--- src/design/ssfu_pkg.sv ---
`timescale 1ns / 1ps
package ssfu_pkg;

    localparam int CFG_IDX_W = 2;
    localparam int CFG_DATA_W = 16;
    localparam logic [CFG_IDX_W-1:0] REG_RATE_MAX = 2'd0;
    localparam logic [CFG_IDX_W-1:0] REG_SEED_SPACING = 2'd1;
    localparam logic [15:0] RATE_MAX_RESET = 16'd4096;
    localparam logic [15:0] SEED_SPACING_RESET = 16'd41;

    localparam int TEMP_W = 24;
    localparam int CORR_W = 32;
    localparam int FILL_W = 17;
    localparam int RATE_W = 16;
    localparam int BEST_W = 4;
    localparam int QUOT_BITS = 16;
    localparam int TEMP_MAX = 8388607;
    localparam int TEMP_MIN = -8388608;
    localparam logic [FILL_W-1:0] FILL_ONE = 17'd65536;

    typedef struct packed {
        logic load;
        logic seed;
        logic scan;
        logic square;
        logic div_load;
        logic div_step;
        logic upd;
        logic emit;
    } ssfu_cmd_t;

    typedef struct packed {
        logic seeded;
        logic cnt_last;
        logic scan_done;
        logic div_done;
        logic upd_done;
        logic out_busy;
    } ssfu_sts_t;

    // exp(-2 d^2) in Q1.16
    function automatic logic [FILL_W-1:0] nb_weight(input logic [5:0] d);
        logic [FILL_W-1:0] w;
        case (d)
            6'd0:    w = 17'd65536;
            6'd1:    w = 17'd8869;
            6'd2:    w = 17'd22;
            default: w = 17'd0;
        endcase
        return w;
    endfunction

endpackage

--- src/design/ssfu_ram.sv ---
`timescale 1ns / 1ps
module ssfu_ram #(
    parameter int WIDTH = 8,
    parameter int DEPTH = 16
) (
    input  logic                                      clk,
    input  logic                                      we,
    input  logic [(DEPTH > 1 ? $clog2(DEPTH) : 1)-1:0] waddr,
    input  logic [WIDTH-1:0]                          wdata,
    input  logic [(DEPTH > 1 ? $clog2(DEPTH) : 1)-1:0] raddr,
    output logic [WIDTH-1:0]                          rdata
);

    logic [WIDTH-1:0] mem [DEPTH];
    logic [WIDTH-1:0] rdata_reg;

    always_ff @(posedge clk)
    begin
        if (we)
        begin
            mem[waddr] <= wdata;
        end
        rdata_reg <= mem[raddr];
    end

    assign rdata = rdata_reg;

endmodule

--- src/design/ssfu_datapath.sv ---
`timescale 1ns / 1ps
module ssfu_datapath #(
    parameter int NODES = 16
) (
    input  logic                                clk,
    input  logic                                rst_n,
    input  ssfu_pkg::ssfu_cmd_t                 cmd,
    output ssfu_pkg::ssfu_sts_t                 sts,
    input  logic                                cfg_we,
    input  logic [ssfu_pkg::CFG_IDX_W-1:0]      cfg_index,
    input  logic [ssfu_pkg::CFG_DATA_W-1:0]     cfg_data,
    input  logic signed [ssfu_pkg::TEMP_W-1:0]  temperature,
    input  logic signed [ssfu_pkg::CORR_W-1:0]  correction,
    input  logic                                out_stall,
    output logic                                out_valid,
    output logic [ssfu_pkg::BEST_W-1:0]         best_node,
    output logic [ssfu_pkg::RATE_W-1:0]         learn_rate,
    output logic                                seeded_now
);

    localparam int AW = $clog2(NODES);
    localparam int CW = $clog2(NODES + 1);
    localparam int FSUM_W = ssfu_pkg::FILL_W + $clog2(NODES);
    localparam int DEN_W = 2 * FSUM_W + 1;
    localparam int DSH_W = DEN_W + ssfu_pkg::QUOT_BITS - 1;
    localparam int QCW = $clog2(ssfu_pkg::QUOT_BITS);
    localparam int TW = ssfu_pkg::TEMP_W;
    localparam int KW = ssfu_pkg::CORR_W;
    localparam int FW = ssfu_pkg::FILL_W;
    localparam int SW = TW + 2;

    logic [15:0] rate_max_reg, seed_spacing_reg;
    logic        map_seeded_reg;
    logic        seeded_now_reg;
    logic signed [TW-1:0] t_reg;
    logic signed [KW-1:0] c_reg;
    logic [CW-1:0] cnt_reg, cnt_next;

    logic [TW-1:0] rd_temp;
    logic [KW-1:0] rd_corr;
    logic [FW-1:0] rd_fill;
    logic          we;
    logic [AW-1:0] waddr;
    logic [TW-1:0] wd_temp;
    logic [KW-1:0] wd_corr;
    logic [FW-1:0] wd_fill;
    logic          issue;

    logic          sa_v_reg;
    logic [AW-1:0] sa_idx_reg;
    logic [AW-1:0] best_reg;
    logic [TW:0]   bdist_reg;
    logic [FSUM_W-1:0] fsum_reg;
    logic [2*FSUM_W-1:0] sq_reg;

    logic [DSH_W-1:0] rem_reg, dsh_reg;
    logic [QCW-1:0]   qcnt_reg;
    logic [ssfu_pkg::RATE_W-1:0] q_reg;

    logic          ua_v_reg, ub_v_reg, uc_v_reg;
    logic [AW-1:0] ua_idx_reg, ub_idx_reg, uc_idx_reg;
    logic [15:0]   w_reg;
    logic signed [TW-1:0] tb_reg, tc_reg;
    logic signed [KW-1:0] cb_reg, cc_reg;
    logic [FW-1:0] fb_reg, fc_reg;
    logic signed [41:0] pt_reg;
    logic signed [49:0] pc_reg;
    logic signed [34:0] pf_reg;

    logic          out_valid_reg;
    logic [ssfu_pkg::BEST_W-1:0] best_out_reg;
    logic [ssfu_pkg::RATE_W-1:0] rate_out_reg;
    logic          seeded_out_reg;

    // seeding
    logic signed [CW:0]   seed_off;
    logic signed [CW+17:0] seed_prod;
    logic signed [SW-1:0] seed_sum;
    logic signed [TW-1:0] seed_temp;

    assign seed_off = $signed({1'b0, cnt_reg}) - $signed((CW + 1)'(NODES / 2));
    assign seed_prod = $signed({2'b00, seed_spacing_reg}) * seed_off;
    assign seed_sum = SW'(t_reg) + SW'(seed_prod);

    always_comb
    begin
        if (seed_sum > $signed(SW'(ssfu_pkg::TEMP_MAX)))
        begin
            seed_temp = TW'(ssfu_pkg::TEMP_MAX);
        end
        else if (seed_sum < $signed(SW'(ssfu_pkg::TEMP_MIN)))
        begin
            seed_temp = TW'(ssfu_pkg::TEMP_MIN);
        end
        else
        begin
            seed_temp = seed_sum[TW-1:0];
        end
    end

    // node memories
    assign issue = (cmd.scan || cmd.upd) && (cnt_reg < CW'(NODES));

    always_comb
    begin
        if (cmd.seed)
        begin
            cnt_next = sts.cnt_last ? '0 : cnt_reg + 1'b1;
        end
        else if (issue)
        begin
            cnt_next = cnt_reg + 1'b1;
        end
        else if (cmd.scan || cmd.upd)
        begin
            cnt_next = cnt_reg;
        end
        else
        begin
            cnt_next = '0;
        end
    end

    logic signed [TW-1:0] new_t;
    logic signed [KW-1:0] new_c;
    logic [FW-1:0]        new_f;
    logic signed [41:0]   rt;
    logic signed [49:0]   rc;
    logic signed [34:0]   rf;

    assign rt = (pt_reg + 42'sd32768) >>> 16;
    assign rc = (pc_reg + 50'sd32768) >>> 16;
    assign rf = (pf_reg + 35'sd32768) >>> 16;
    assign new_t = tc_reg + rt[TW-1:0];
    assign new_c = cc_reg + rc[KW-1:0];
    assign new_f = fc_reg + rf[FW-1:0];

    assign we = cmd.seed || uc_v_reg;
    assign waddr = cmd.seed ? cnt_reg[AW-1:0] : uc_idx_reg;
    assign wd_temp = cmd.seed ? seed_temp : new_t;
    assign wd_corr = cmd.seed ? c_reg : new_c;
    assign wd_fill = cmd.seed ? '0 : new_f;

    ssfu_ram #(.WIDTH(TW), .DEPTH(NODES)) u_temp_ram (
        .clk(clk), .we(we), .waddr(waddr), .wdata(wd_temp),
        .raddr(cnt_reg[AW-1:0]), .rdata(rd_temp)
    );

    ssfu_ram #(.WIDTH(KW), .DEPTH(NODES)) u_corr_ram (
        .clk(clk), .we(we), .waddr(waddr), .wdata(wd_corr),
        .raddr(cnt_reg[AW-1:0]), .rdata(rd_corr)
    );

    ssfu_ram #(.WIDTH(FW), .DEPTH(NODES)) u_fill_ram (
        .clk(clk), .we(we), .waddr(waddr), .wdata(wd_fill),
        .raddr(cnt_reg[AW-1:0]), .rdata(rd_fill)
    );

    // nearest node search
    logic signed [TW:0] sdiff;
    logic [TW:0]        sdist;

    assign sdiff = (TW + 1)'(t_reg) - (TW + 1)'($signed(rd_temp));
    assign sdist = sdiff[TW] ? (TW + 1)'(-sdiff) : (TW + 1)'(sdiff);

    // divider
    logic [DEN_W-1:0] den;
    logic             ge;

    assign den = DEN_W'(sq_reg) + (DEN_W'(1) << 32);
    assign ge = rem_reg >= dsh_reg;

    // neighbour weight
    logic [AW-1:0] nd;
    logic [32:0]   wprod;

    assign nd = (ua_idx_reg >= best_reg) ? ua_idx_reg - best_reg : best_reg - ua_idx_reg;
    assign wprod = q_reg * ssfu_pkg::nb_weight(6'(nd));

    logic signed [TW:0]   dt;
    logic signed [KW:0]   dc;
    logic signed [FW:0]   df;
    logic signed [16:0]   ws;

    assign ws = $signed({1'b0, w_reg});
    assign dt = (TW + 1)'(t_reg) - (TW + 1)'(tb_reg);
    assign dc = (KW + 1)'(c_reg) - (KW + 1)'(cb_reg);
    assign df = $signed({1'b0, ssfu_pkg::FILL_ONE}) - $signed({1'b0, fb_reg});

    always_ff @(posedge clk or negedge rst_n)
    begin
        if (!rst_n)
        begin
            rate_max_reg <= ssfu_pkg::RATE_MAX_RESET;
            seed_spacing_reg <= ssfu_pkg::SEED_SPACING_RESET;
            map_seeded_reg <= 1'b0;
            cnt_reg <= '0;
            sa_v_reg <= 1'b0;
            ua_v_reg <= 1'b0;
            ub_v_reg <= 1'b0;
            uc_v_reg <= 1'b0;
            qcnt_reg <= '0;
            out_valid_reg <= 1'b0;
        end
        else
        begin
            if (cfg_we)
            begin
                unique case (cfg_index)
                    ssfu_pkg::REG_RATE_MAX:     rate_max_reg <= cfg_data;
                    ssfu_pkg::REG_SEED_SPACING: seed_spacing_reg <= cfg_data;
                    default: ;
                endcase
            end
            if (cmd.seed && sts.cnt_last)
            begin
                map_seeded_reg <= 1'b1;
            end
            cnt_reg <= cnt_next;
            sa_v_reg <= issue && cmd.scan;
            ua_v_reg <= issue && cmd.upd;
            ub_v_reg <= ua_v_reg;
            uc_v_reg <= ub_v_reg;
            if (cmd.div_load)
            begin
                qcnt_reg <= QCW'(ssfu_pkg::QUOT_BITS - 1);
            end
            else if (cmd.div_step)
            begin
                qcnt_reg <= qcnt_reg - 1'b1;
            end
            if (cmd.emit)
            begin
                out_valid_reg <= 1'b1;
            end
            else if (!out_stall)
            begin
                out_valid_reg <= 1'b0;
            end
        end
    end

    always_ff @(posedge clk)
    begin
        if (cmd.load)
        begin
            t_reg <= temperature;
            c_reg <= correction;
            seeded_now_reg <= 1'b0;
            fsum_reg <= '0;
        end
        if (cmd.seed)
        begin
            seeded_now_reg <= 1'b1;
        end
        sa_idx_reg <= cnt_reg[AW-1:0];
        if (sa_v_reg)
        begin
            if (sa_idx_reg == '0)
            begin
                best_reg <= '0;
                bdist_reg <= sdist;
            end
            else
            begin
                fsum_reg <= fsum_reg + FSUM_W'(rd_fill);
                if (sdist < bdist_reg)
                begin
                    best_reg <= sa_idx_reg;
                    bdist_reg <= sdist;
                end
            end
        end
        if (cmd.square)
        begin
            sq_reg <= fsum_reg * fsum_reg;
        end
        if (cmd.div_load)
        begin
            rem_reg <= DSH_W'({rate_max_reg, 32'd0});
            dsh_reg <= DSH_W'(den) << (ssfu_pkg::QUOT_BITS - 1);
        end
        else if (cmd.div_step)
        begin
            if (ge)
            begin
                rem_reg <= rem_reg - dsh_reg;
            end
            dsh_reg <= dsh_reg >> 1;
            q_reg <= {q_reg[ssfu_pkg::RATE_W-2:0], ge};
        end
        ua_idx_reg <= cnt_reg[AW-1:0];
        ub_idx_reg <= ua_idx_reg;
        uc_idx_reg <= ub_idx_reg;
        w_reg <= wprod[31:16];
        tb_reg <= $signed(rd_temp);
        cb_reg <= $signed(rd_corr);
        fb_reg <= rd_fill;
        tc_reg <= tb_reg;
        cc_reg <= cb_reg;
        fc_reg <= fb_reg;
        pt_reg <= 42'(dt * ws);
        pc_reg <= 50'(dc * ws);
        pf_reg <= 35'(df * ws);
        if (cmd.emit)
        begin
            best_out_reg <= ssfu_pkg::BEST_W'(best_reg);
            rate_out_reg <= q_reg;
            seeded_out_reg <= seeded_now_reg;
        end
    end

    always_comb
    begin
        sts.seeded = map_seeded_reg;
        sts.cnt_last = cnt_reg == CW'(NODES - 1);
        sts.scan_done = sa_v_reg && (sa_idx_reg == AW'(NODES - 1));
        sts.div_done = qcnt_reg == '0;
        sts.upd_done = uc_v_reg && (uc_idx_reg == AW'(NODES - 1));
        sts.out_busy = out_valid_reg && out_stall;
    end

    assign out_valid = out_valid_reg;
    assign best_node = best_out_reg;
    assign learn_rate = rate_out_reg;
    assign seeded_now = seeded_out_reg;

endmodule

--- src/design/ssfu_ctrl.sv ---
`timescale 1ns / 1ps
module ssfu_ctrl (
    input  logic                clk,
    input  logic                rst_n,
    input  logic                in_valid,
    output logic                in_stall,
    output ssfu_pkg::ssfu_cmd_t cmd,
    input  ssfu_pkg::ssfu_sts_t sts
);

    typedef enum logic [2:0] {
        ST_IDLE,
        ST_SEED,
        ST_SCAN,
        ST_SQUARE,
        ST_DIV_LOAD,
        ST_DIV,
        ST_UPDATE,
        ST_DONE
    } state_t;

    state_t state_reg, state_next;

    always_comb
    begin
        state_next = state_reg;
        cmd = '0;
        in_stall = 1'b1;
        unique case (state_reg)
            ST_IDLE:
            begin
                in_stall = 1'b0;
                if (in_valid)
                begin
                    cmd.load = 1'b1;
                    state_next = sts.seeded ? ST_SCAN : ST_SEED;
                end
            end
            ST_SEED:
            begin
                cmd.seed = 1'b1;
                if (sts.cnt_last)
                begin
                    state_next = ST_SCAN;
                end
            end
            ST_SCAN:
            begin
                cmd.scan = 1'b1;
                if (sts.scan_done)
                begin
                    state_next = ST_SQUARE;
                end
            end
            ST_SQUARE:
            begin
                cmd.square = 1'b1;
                state_next = ST_DIV_LOAD;
            end
            ST_DIV_LOAD:
            begin
                cmd.div_load = 1'b1;
                state_next = ST_DIV;
            end
            ST_DIV:
            begin
                cmd.div_step = 1'b1;
                if (sts.div_done)
                begin
                    state_next = ST_UPDATE;
                end
            end
            ST_UPDATE:
            begin
                cmd.upd = 1'b1;
                if (sts.upd_done)
                begin
                    state_next = ST_DONE;
                end
            end
            ST_DONE:
            begin
                if (!sts.out_busy)
                begin
                    cmd.emit = 1'b1;
                    state_next = ST_IDLE;
                end
            end
            default:
            begin
                state_next = ST_IDLE;
            end
        endcase
    end

    always_ff @(posedge clk or negedge rst_n)
    begin
        if (!rst_n)
        begin
            state_reg <= ST_IDLE;
        end
        else
        begin
            state_reg <= state_next;
        end
    end

endmodule

--- src/design/som_sample_filter_update_unit.sv ---
`timescale 1ns / 1ps
// One-dimensional self-organising map update: each sample transaction finds the
// node nearest in temperature, derives the learning rate from the node fills and
// pulls the nearest node and its neighbours within two places toward the sample;
// the first sample after reset seeds the map, which adds a walk over the nodes.
// Each sample walks the node memories twice (one node read per cycle) and runs
// the 16-step restoring divider for the rate. One sample is in work at a time;
// a finished result waits in the output register while the next sample is
// taken. No clearing pass after reset.
module som_sample_filter_update_unit #(
    parameter int NODES = 16
) (
    input  logic                                clk,
    input  logic                                rst_n,
    input  logic                                cfg_we,
    input  logic [ssfu_pkg::CFG_IDX_W-1:0]      cfg_index,
    input  logic [ssfu_pkg::CFG_DATA_W-1:0]     cfg_data,
    input  logic                                in_valid,
    output logic                                in_stall,
    input  logic signed [ssfu_pkg::TEMP_W-1:0]  temperature,
    input  logic signed [ssfu_pkg::CORR_W-1:0]  correction,
    output logic                                out_valid,
    input  logic                                out_stall,
    output logic [ssfu_pkg::BEST_W-1:0]         best_node,
    output logic [ssfu_pkg::RATE_W-1:0]         learn_rate,
    output logic                                seeded_now
);

    ssfu_pkg::ssfu_cmd_t cmd;
    ssfu_pkg::ssfu_sts_t sts;

    ssfu_ctrl u_ctrl (
        .clk(clk),
        .rst_n(rst_n),
        .in_valid(in_valid),
        .in_stall(in_stall),
        .cmd(cmd),
        .sts(sts)
    );

    ssfu_datapath #(.NODES(NODES)) u_datapath (
        .clk(clk),
        .rst_n(rst_n),
        .cmd(cmd),
        .sts(sts),
        .cfg_we(cfg_we),
        .cfg_index(cfg_index),
        .cfg_data(cfg_data),
        .temperature(temperature),
        .correction(correction),
        .out_stall(out_stall),
        .out_valid(out_valid),
        .best_node(best_node),
        .learn_rate(learn_rate),
        .seeded_now(seeded_now)
    );

endmodule

--- config.mk ---
export PLATFORM = sky130hd
export DESIGN_NAME = som_sample_filter_update_unit
export DESIGN_NICKNAME = d
export VERILOG_FILES = /design/src/design/ssfu_pkg.sv /design/src/design/ssfu_ram.sv /design/src/design/ssfu_datapath.sv /design/src/design/ssfu_ctrl.sv /design/src/design/som_sample_filter_update_unit.sv
export SDC_FILE = /design/constraint.sdc
export NUM_CORES = 2
export LEC_CHECK = 0
export BUFFER_PORTS_ARGS = -buffer_cell sky130_fd_sc_hd__buf_2
export CAP_MARGIN = 20
export CORE_MARGIN = 2
export CORE_UTILIZATION = 55
export DETAILED_ROUTE_END_ITERATION = 10
export PLACE_DENSITY = 0.74
export SYNTH_ARGS = -nofsm -noshare
export SYNTH_HDL_FRONTEND = slang
export SYNTH_SLANG_ARGS = --single-unit
--- constraint.sdc ---
create_clock -name clk -period 17.5 [get_ports clk]
set_input_delay 0.875 -clock clk [delete_from_list [all_inputs] [get_ports clk]]
set_output_delay 0.875 -clock clk [all_outputs]
set_load 0.05 [all_outputs]
### Yosys cells after proc, flatten, opt, wreduce, memory -nomap -nowiden

Memories as Yosys holds them, arrays and structs flattened. A register that Yosys moved wholly into a read port is not among the register bits.
Cells that the tools add are included.

| word-level totals | value |
|---|---|
| register bits after elaboration | 503 |
| memories kept | 2 |
| memory bits (writable) | 656 |

Memories:

| memory | depth | width | rd ports | clocked after memory_dff | write ports | RTL line | text |
|---|---|---|---|---|---|---|---|
| u_datapath.u_temp_ram.mem | 16 | 24 | 1 | 1 | 1 | ssfu_ram.sv:14 | `logic [WIDTH-1:0] mem [DEPTH];` |
| u_datapath.u_fill_ram.mem | 16 | 17 | 1 | 1 | 1 | ssfu_ram.sv:14 |  |

| cells by class | value |
|---|---|
| bitwise operators | 1 |
| add/subtract/negate cells | 17 |
| equal/unequal tests | 21 |
| reduce and logical (&&, ||, !) cells | 24 |
| $lt $le $gt $ge | 6 |
| multipliers | 5 |
| muxes and demuxes | 48 |

Operators with widths:

| kind | count |
|---|---|
| $mux 48 | 3 |
| $mux 58 | 2 |
| $mux 25 | 3 |
| $mux 24 | 3 |
| $mux 21 | 3 |
| $ge 58x58->1 | 1 |
| $sub 58x58->58 | 1 |
| $pmux 17 s3 | 1 |
| $sub 24x24->25 | 2 |
| $add 42x33->43 const B | 1 |
| $mul 21x21->42 | 1 |
| $add 40x17->40 const B | 1 |
| $mul 25x17->40 | 1 |
| $add 33x17->33 const B | 1 |
| $mul 18x17->33 | 1 |
| $mul 16x17->32 | 1 |
| $gt 26x24->1 const B | 1 |
| $lt 26x24->1 const B | 1 |
| $add 24x23->25 | 1 |
| $lt 25x25->1 | 1 |
| $neg 25->25 | 1 |
| $add 24x24->24 | 1 |
| $pmux 3 s8 | 1 |
| $mul 17x6->23 | 1 |
| other kinds (35) | 88 |

### Logic depth before layout (Yosys ltp)

| depth | value |
|---|---|
| depth after elaboration | 7 |
| mapped depth | 38 |

### Modules after synthesis

A second synthesis with hierarchy kept.

| second synthesis, totals | value |
|---|---|
| cell total of the unflattened synthesis | 8551 |
| area total of the unflattened synthesis | 95432.8 µm² |

Modules (own cells, without submodules):

| module | area an instance (µm²) | cells each | instances |
|---|---|---|---|
| ssfu_datapath | 69604.3 | 7426 | 1 |
| ssfu_ram at u_datapath.u_temp_ram | 14930.6 | 636 | 1 |
| ssfu_ram at u_datapath.u_fill_ram | 10637.7 | 458 | 1 |
| ssfu_ctrl | 260.2 | 31 | 1 |

### Worst setup path before layout

No wires, ideal clock.

| timing | value |
|---|---|
| kind | register to register |
| start point | reg u_datapath.t_reg[0] |
| end point | reg u_datapath.pt_reg[39] |
| slack | 9411 ps |
| data required time | 17378 ps |
| data arrival time | 7967 ps |
| stages on the path, launching flop included | 33 |
| buffers on the path | 1 |
| path through | edfxtp_1 -> inv_1 -> ha_1 -> fa_1 -> nand2b_1 -> a21oi_1 -> o21ai_0 -> a211o_1 -> a31oi_1 -> o21ai_0 -> a21boi_1 -> clkbuf_1 -> nand2_1 -> fa_1 -> fa_1 -> fa_1 -> inv_1 -> fa_1 -> fa_1 -> inv_1 -> fa_1 -> inv_1 -> ha_1 -> a21o_1 -> a21o_1 -> a21o_1 -> nand2_1 -> nand2_1 -> a221o_1 -> o41a_1 -> nor2_1 -> o21ai_0 -> xnor2_1 |

| on the way | value |
|---|---|
| cells in the longest elaborated chain, start to end | 2 |

Ends and longest elaborated chain:

| element | RTL line | text |
|---|---|---|
| start: declaration | ssfu_datapath.sv:35 | `logic signed [TW-1:0] t_reg;` |
| start signal: assignment | ssfu_datapath.sv:247 | `t_reg <= temperature;` |
| $sub 24x24->25 | ssfu_datapath.sv:186 | `assign dt = (TW + 1)'(t_reg) - (TW + 1)'(tb_reg);` |
| $mul 25x17->40 | ssfu_datapath.sv:302 | `pt_reg <= 42'(dt * ws);` |
| end signal: assignment | ssfu_datapath.sv:302 |  |
| end: declaration | ssfu_datapath.sv:66 | `logic signed [41:0] pt_reg;` |

No other way between the ends.
A chain may end at the register's enable or synchronous reset.

==> metrics.txt <==
I/O pin count=102; DRT Pass-1 Iters=6; Cell Area, Synth=95600 um2; FF-to-FF path depth=37; WP depth=37; Core ar.=173000 um2; crit path launch type=flip-flop; Final setup viols=0; die width=421 um; most used cell, CP=inv_1; CP required=18.10 ns; commonest non-fill, non-tap cell in the layout=inv_1; DIE AREA=177000 um2; Largest Register=u_datapath.u_temp_ram.mem; WP data arrival=10.37 ns; final core occ=59.6%; drt total wl=236 mm; antenna violations before repair=4; largest net degree at the start of global routing=101; Area after DPL=98900 um2; number of synthesized register bits=1169; Layout area overhead=7.93%; CTS Buffer Depth=3; Slew Viols, Final=0; die height=421 um; CTS Buf Count=118; max reg flops=384; worst reg2reg path startpoint=u_datapath.sa_idx_reg[0]; most frequent cells in the layout=1568 x inv_1, 1131 x fa_1, 846 x edfxtp_1, 783 x nand2_1, 734 x ha_1; Skew-Pair Late Insertion Delay=0.81 ns; number of synthesized flops with an enable pin=846; Regs by FF count=u_datapath.u_temp_ram.mem: 384 flops, u_datapath.u_fill_ram.mem: 272 flops; Critical Path Slowest Stage Cell=nor2_1; number of cell rows=153; Worst Path Max Fanout=19; GP Congestion=0.946; Final Skew=0.0980 ns; CTS clk-pin slew, worst paths=0.06 ns; Num Clock Sinks=1169; Worst slew margin=2.91%; Synth cell types=95; CTS root buffer=clkbuf_16; final-stage net count=10519; Async SR Flop Fraction=4.28%; CTS tree=yes; Final period util=55.8%; Synth Area per Inst=11.2 um2; post-DP HPWL=165 mm; first-pass GRT wire length=375 mm; Design Area, Final=103000 um2; Net Count, Synth=10497; Via density=5.73; unrepaired setup endpoints after global routing=false; r2r setup slk=7.73 ns; Initial DRC Count=4958; max cap viols=0; PortBufs=69; worst hold slack=0.168 ns; Achievable Freq=0.102 GHz; share of cells above drive strength 1=8.28%; critical path class=reg -> reg; drc violations=0; Routed Antenna Nets=0; vias in the first global route=67694; Initial Util=55.2%; yosys synthesis warning count=0; final hold viol count=0; Max H-tree Level=3; Critical Path Max Stage Delay=0.82 ns; Seq/Total Area, Yosys=33.6%; Slew @ Worst Pin=1.46 ns; Synth Flop Type=edfxtp_1; outcome=finished, final reports clean; Post-Route Setup TNS=0 ns; Critical R2R Capture=u_datapath.w_reg[12]; CTS Hold Buffers Added=0; grt total ovfl=0; Post-CTS Setup Bufs=0; Hold Crit Class=in -> async; largest delay contributor family on the critical path=adder cells; post-cts resize count=0; Routed WL per cell=21.4 um; vias after detailed routing=63113; gr usage total=27.2%; Bufs and invs on worst path=9; Worst Setup End Kind=flip-flop; Mapped Cells=8553; Final min period=9.77 ns
[worst register-to-register path: cells and delay by family (launching register included)]
family / cells / cell delay, ns
buffers and inverters: 9 / 0.84
and+or+nand+nor: 5 / 1.84
DFF: 1 / 0.37
muxes: 1 / 0.35
adders and majority gates: 9 / 3.08
AOI/OAI and AO/OA: 12 / 2.97
xor gates and xnor gates: 1 / 0.13
[cell families (layout without fill, tap and decap cells)]
kind of cell	after synthesis	in the layout	share of synthesized area, %
xor gates and xnor gates	353	353	3.23
muxes	278	278	5.64
and+or+nand+nor	2084	2084	10.6
adders and majority gates	1868	1868	33.3
AOI/OAI and AO/OA	925	925	6.23
buffers and inverters	1876	2004	7.38
other	0	2	0
DFF	1169	1169	33.6
[cell type report]
class,instances,area [um2]
Sequential cell,1169,32100
Multi-Input combinational cell,5508,56700
Antenna cell,2,5.00
Clock buffer,153,3200
Fill cell,13605,70100
Clock inverter,73,966
Inverter,1573,5910
Timing Repair Buffer,205,1420
Tap cell,2325,2910
[routing by layer]
| metal | track usage [%] | up-vias | share of wire, % |
|---|---|---|---|
| met2 | 45.9 | 2422 | 50 |
| li1 | - | 28034 | - |
| met5 | 0 | - | 0.013 |
| met1 | 35.0 | 32124 | 39 |
| met3 | 4.10 | 529 | 7.2 |
| met4 | 11.5 | 4 | 4.4 |
[worst max path at each step]
stage,start,to,slack [ns]
floorplan,u_datapath.t_reg[0],u_datapath.pt_reg[39],9.41
global placement,u_datapath.best_reg[1],u_datapath.w_reg[12],7.94
detailed placement,u_datapath.sa_idx_reg[0],u_datapath.w_reg[12],7.86
CTS,u_datapath.sa_idx_reg[0],u_datapath.w_reg[12],7.74
global route,u_datapath.sa_idx_reg[0],u_datapath.w_reg[11],7.16
finish,u_datapath.sa_idx_reg[0],u_datapath.w_reg[12],7.73
[Yosys cell counts (44+ instances only)]
cell | instances | area share [%]
a21o_1 | 108 | 0.85
a21oi_1 | 266 | 1.4
a31oi_1 | 44 | 0.29
and2_1 | 434 | 2.8
and3_1 | 47 | 0.31
clkbuf_1 | 268 | 1.1
dfrtp_1 | 46 | 1.2
dfxtp_1 | 273 | 5.7
edfxtp_1 | 846 | 27
fa_1 | 1131 | 24
ha_1 | 734 | 9.6
inv_1 | 1568 | 6.2
mux4_2 | 205 | 4.8
nand2_1 | 784 | 3.1
nand2b_1 | 72 | 0.47
nand3_1 | 113 | 0.59
nor2_1 | 336 | 1.3
nor2b_1 | 82 | 0.54
nor3_1 | 71 | 0.37
o21a_1 | 48 | 0.38
o21ai_0 | 173 | 0.91
xnor2_1 | 229 | 2.1
xor2_1 | 124 | 1.1
[stage by stage]
stage               setup WS [ns]  cells
floorplan                    9.41   8553
CTS                          7.74  11001
detailed placement           7.86  10775
finish                       7.73  11008
global route                 7.16  11006
global placement             7.94  10773
Power is not shown: default switching activity piles up to over one toggle a cycle in this logic, so the estimate is an artifact.
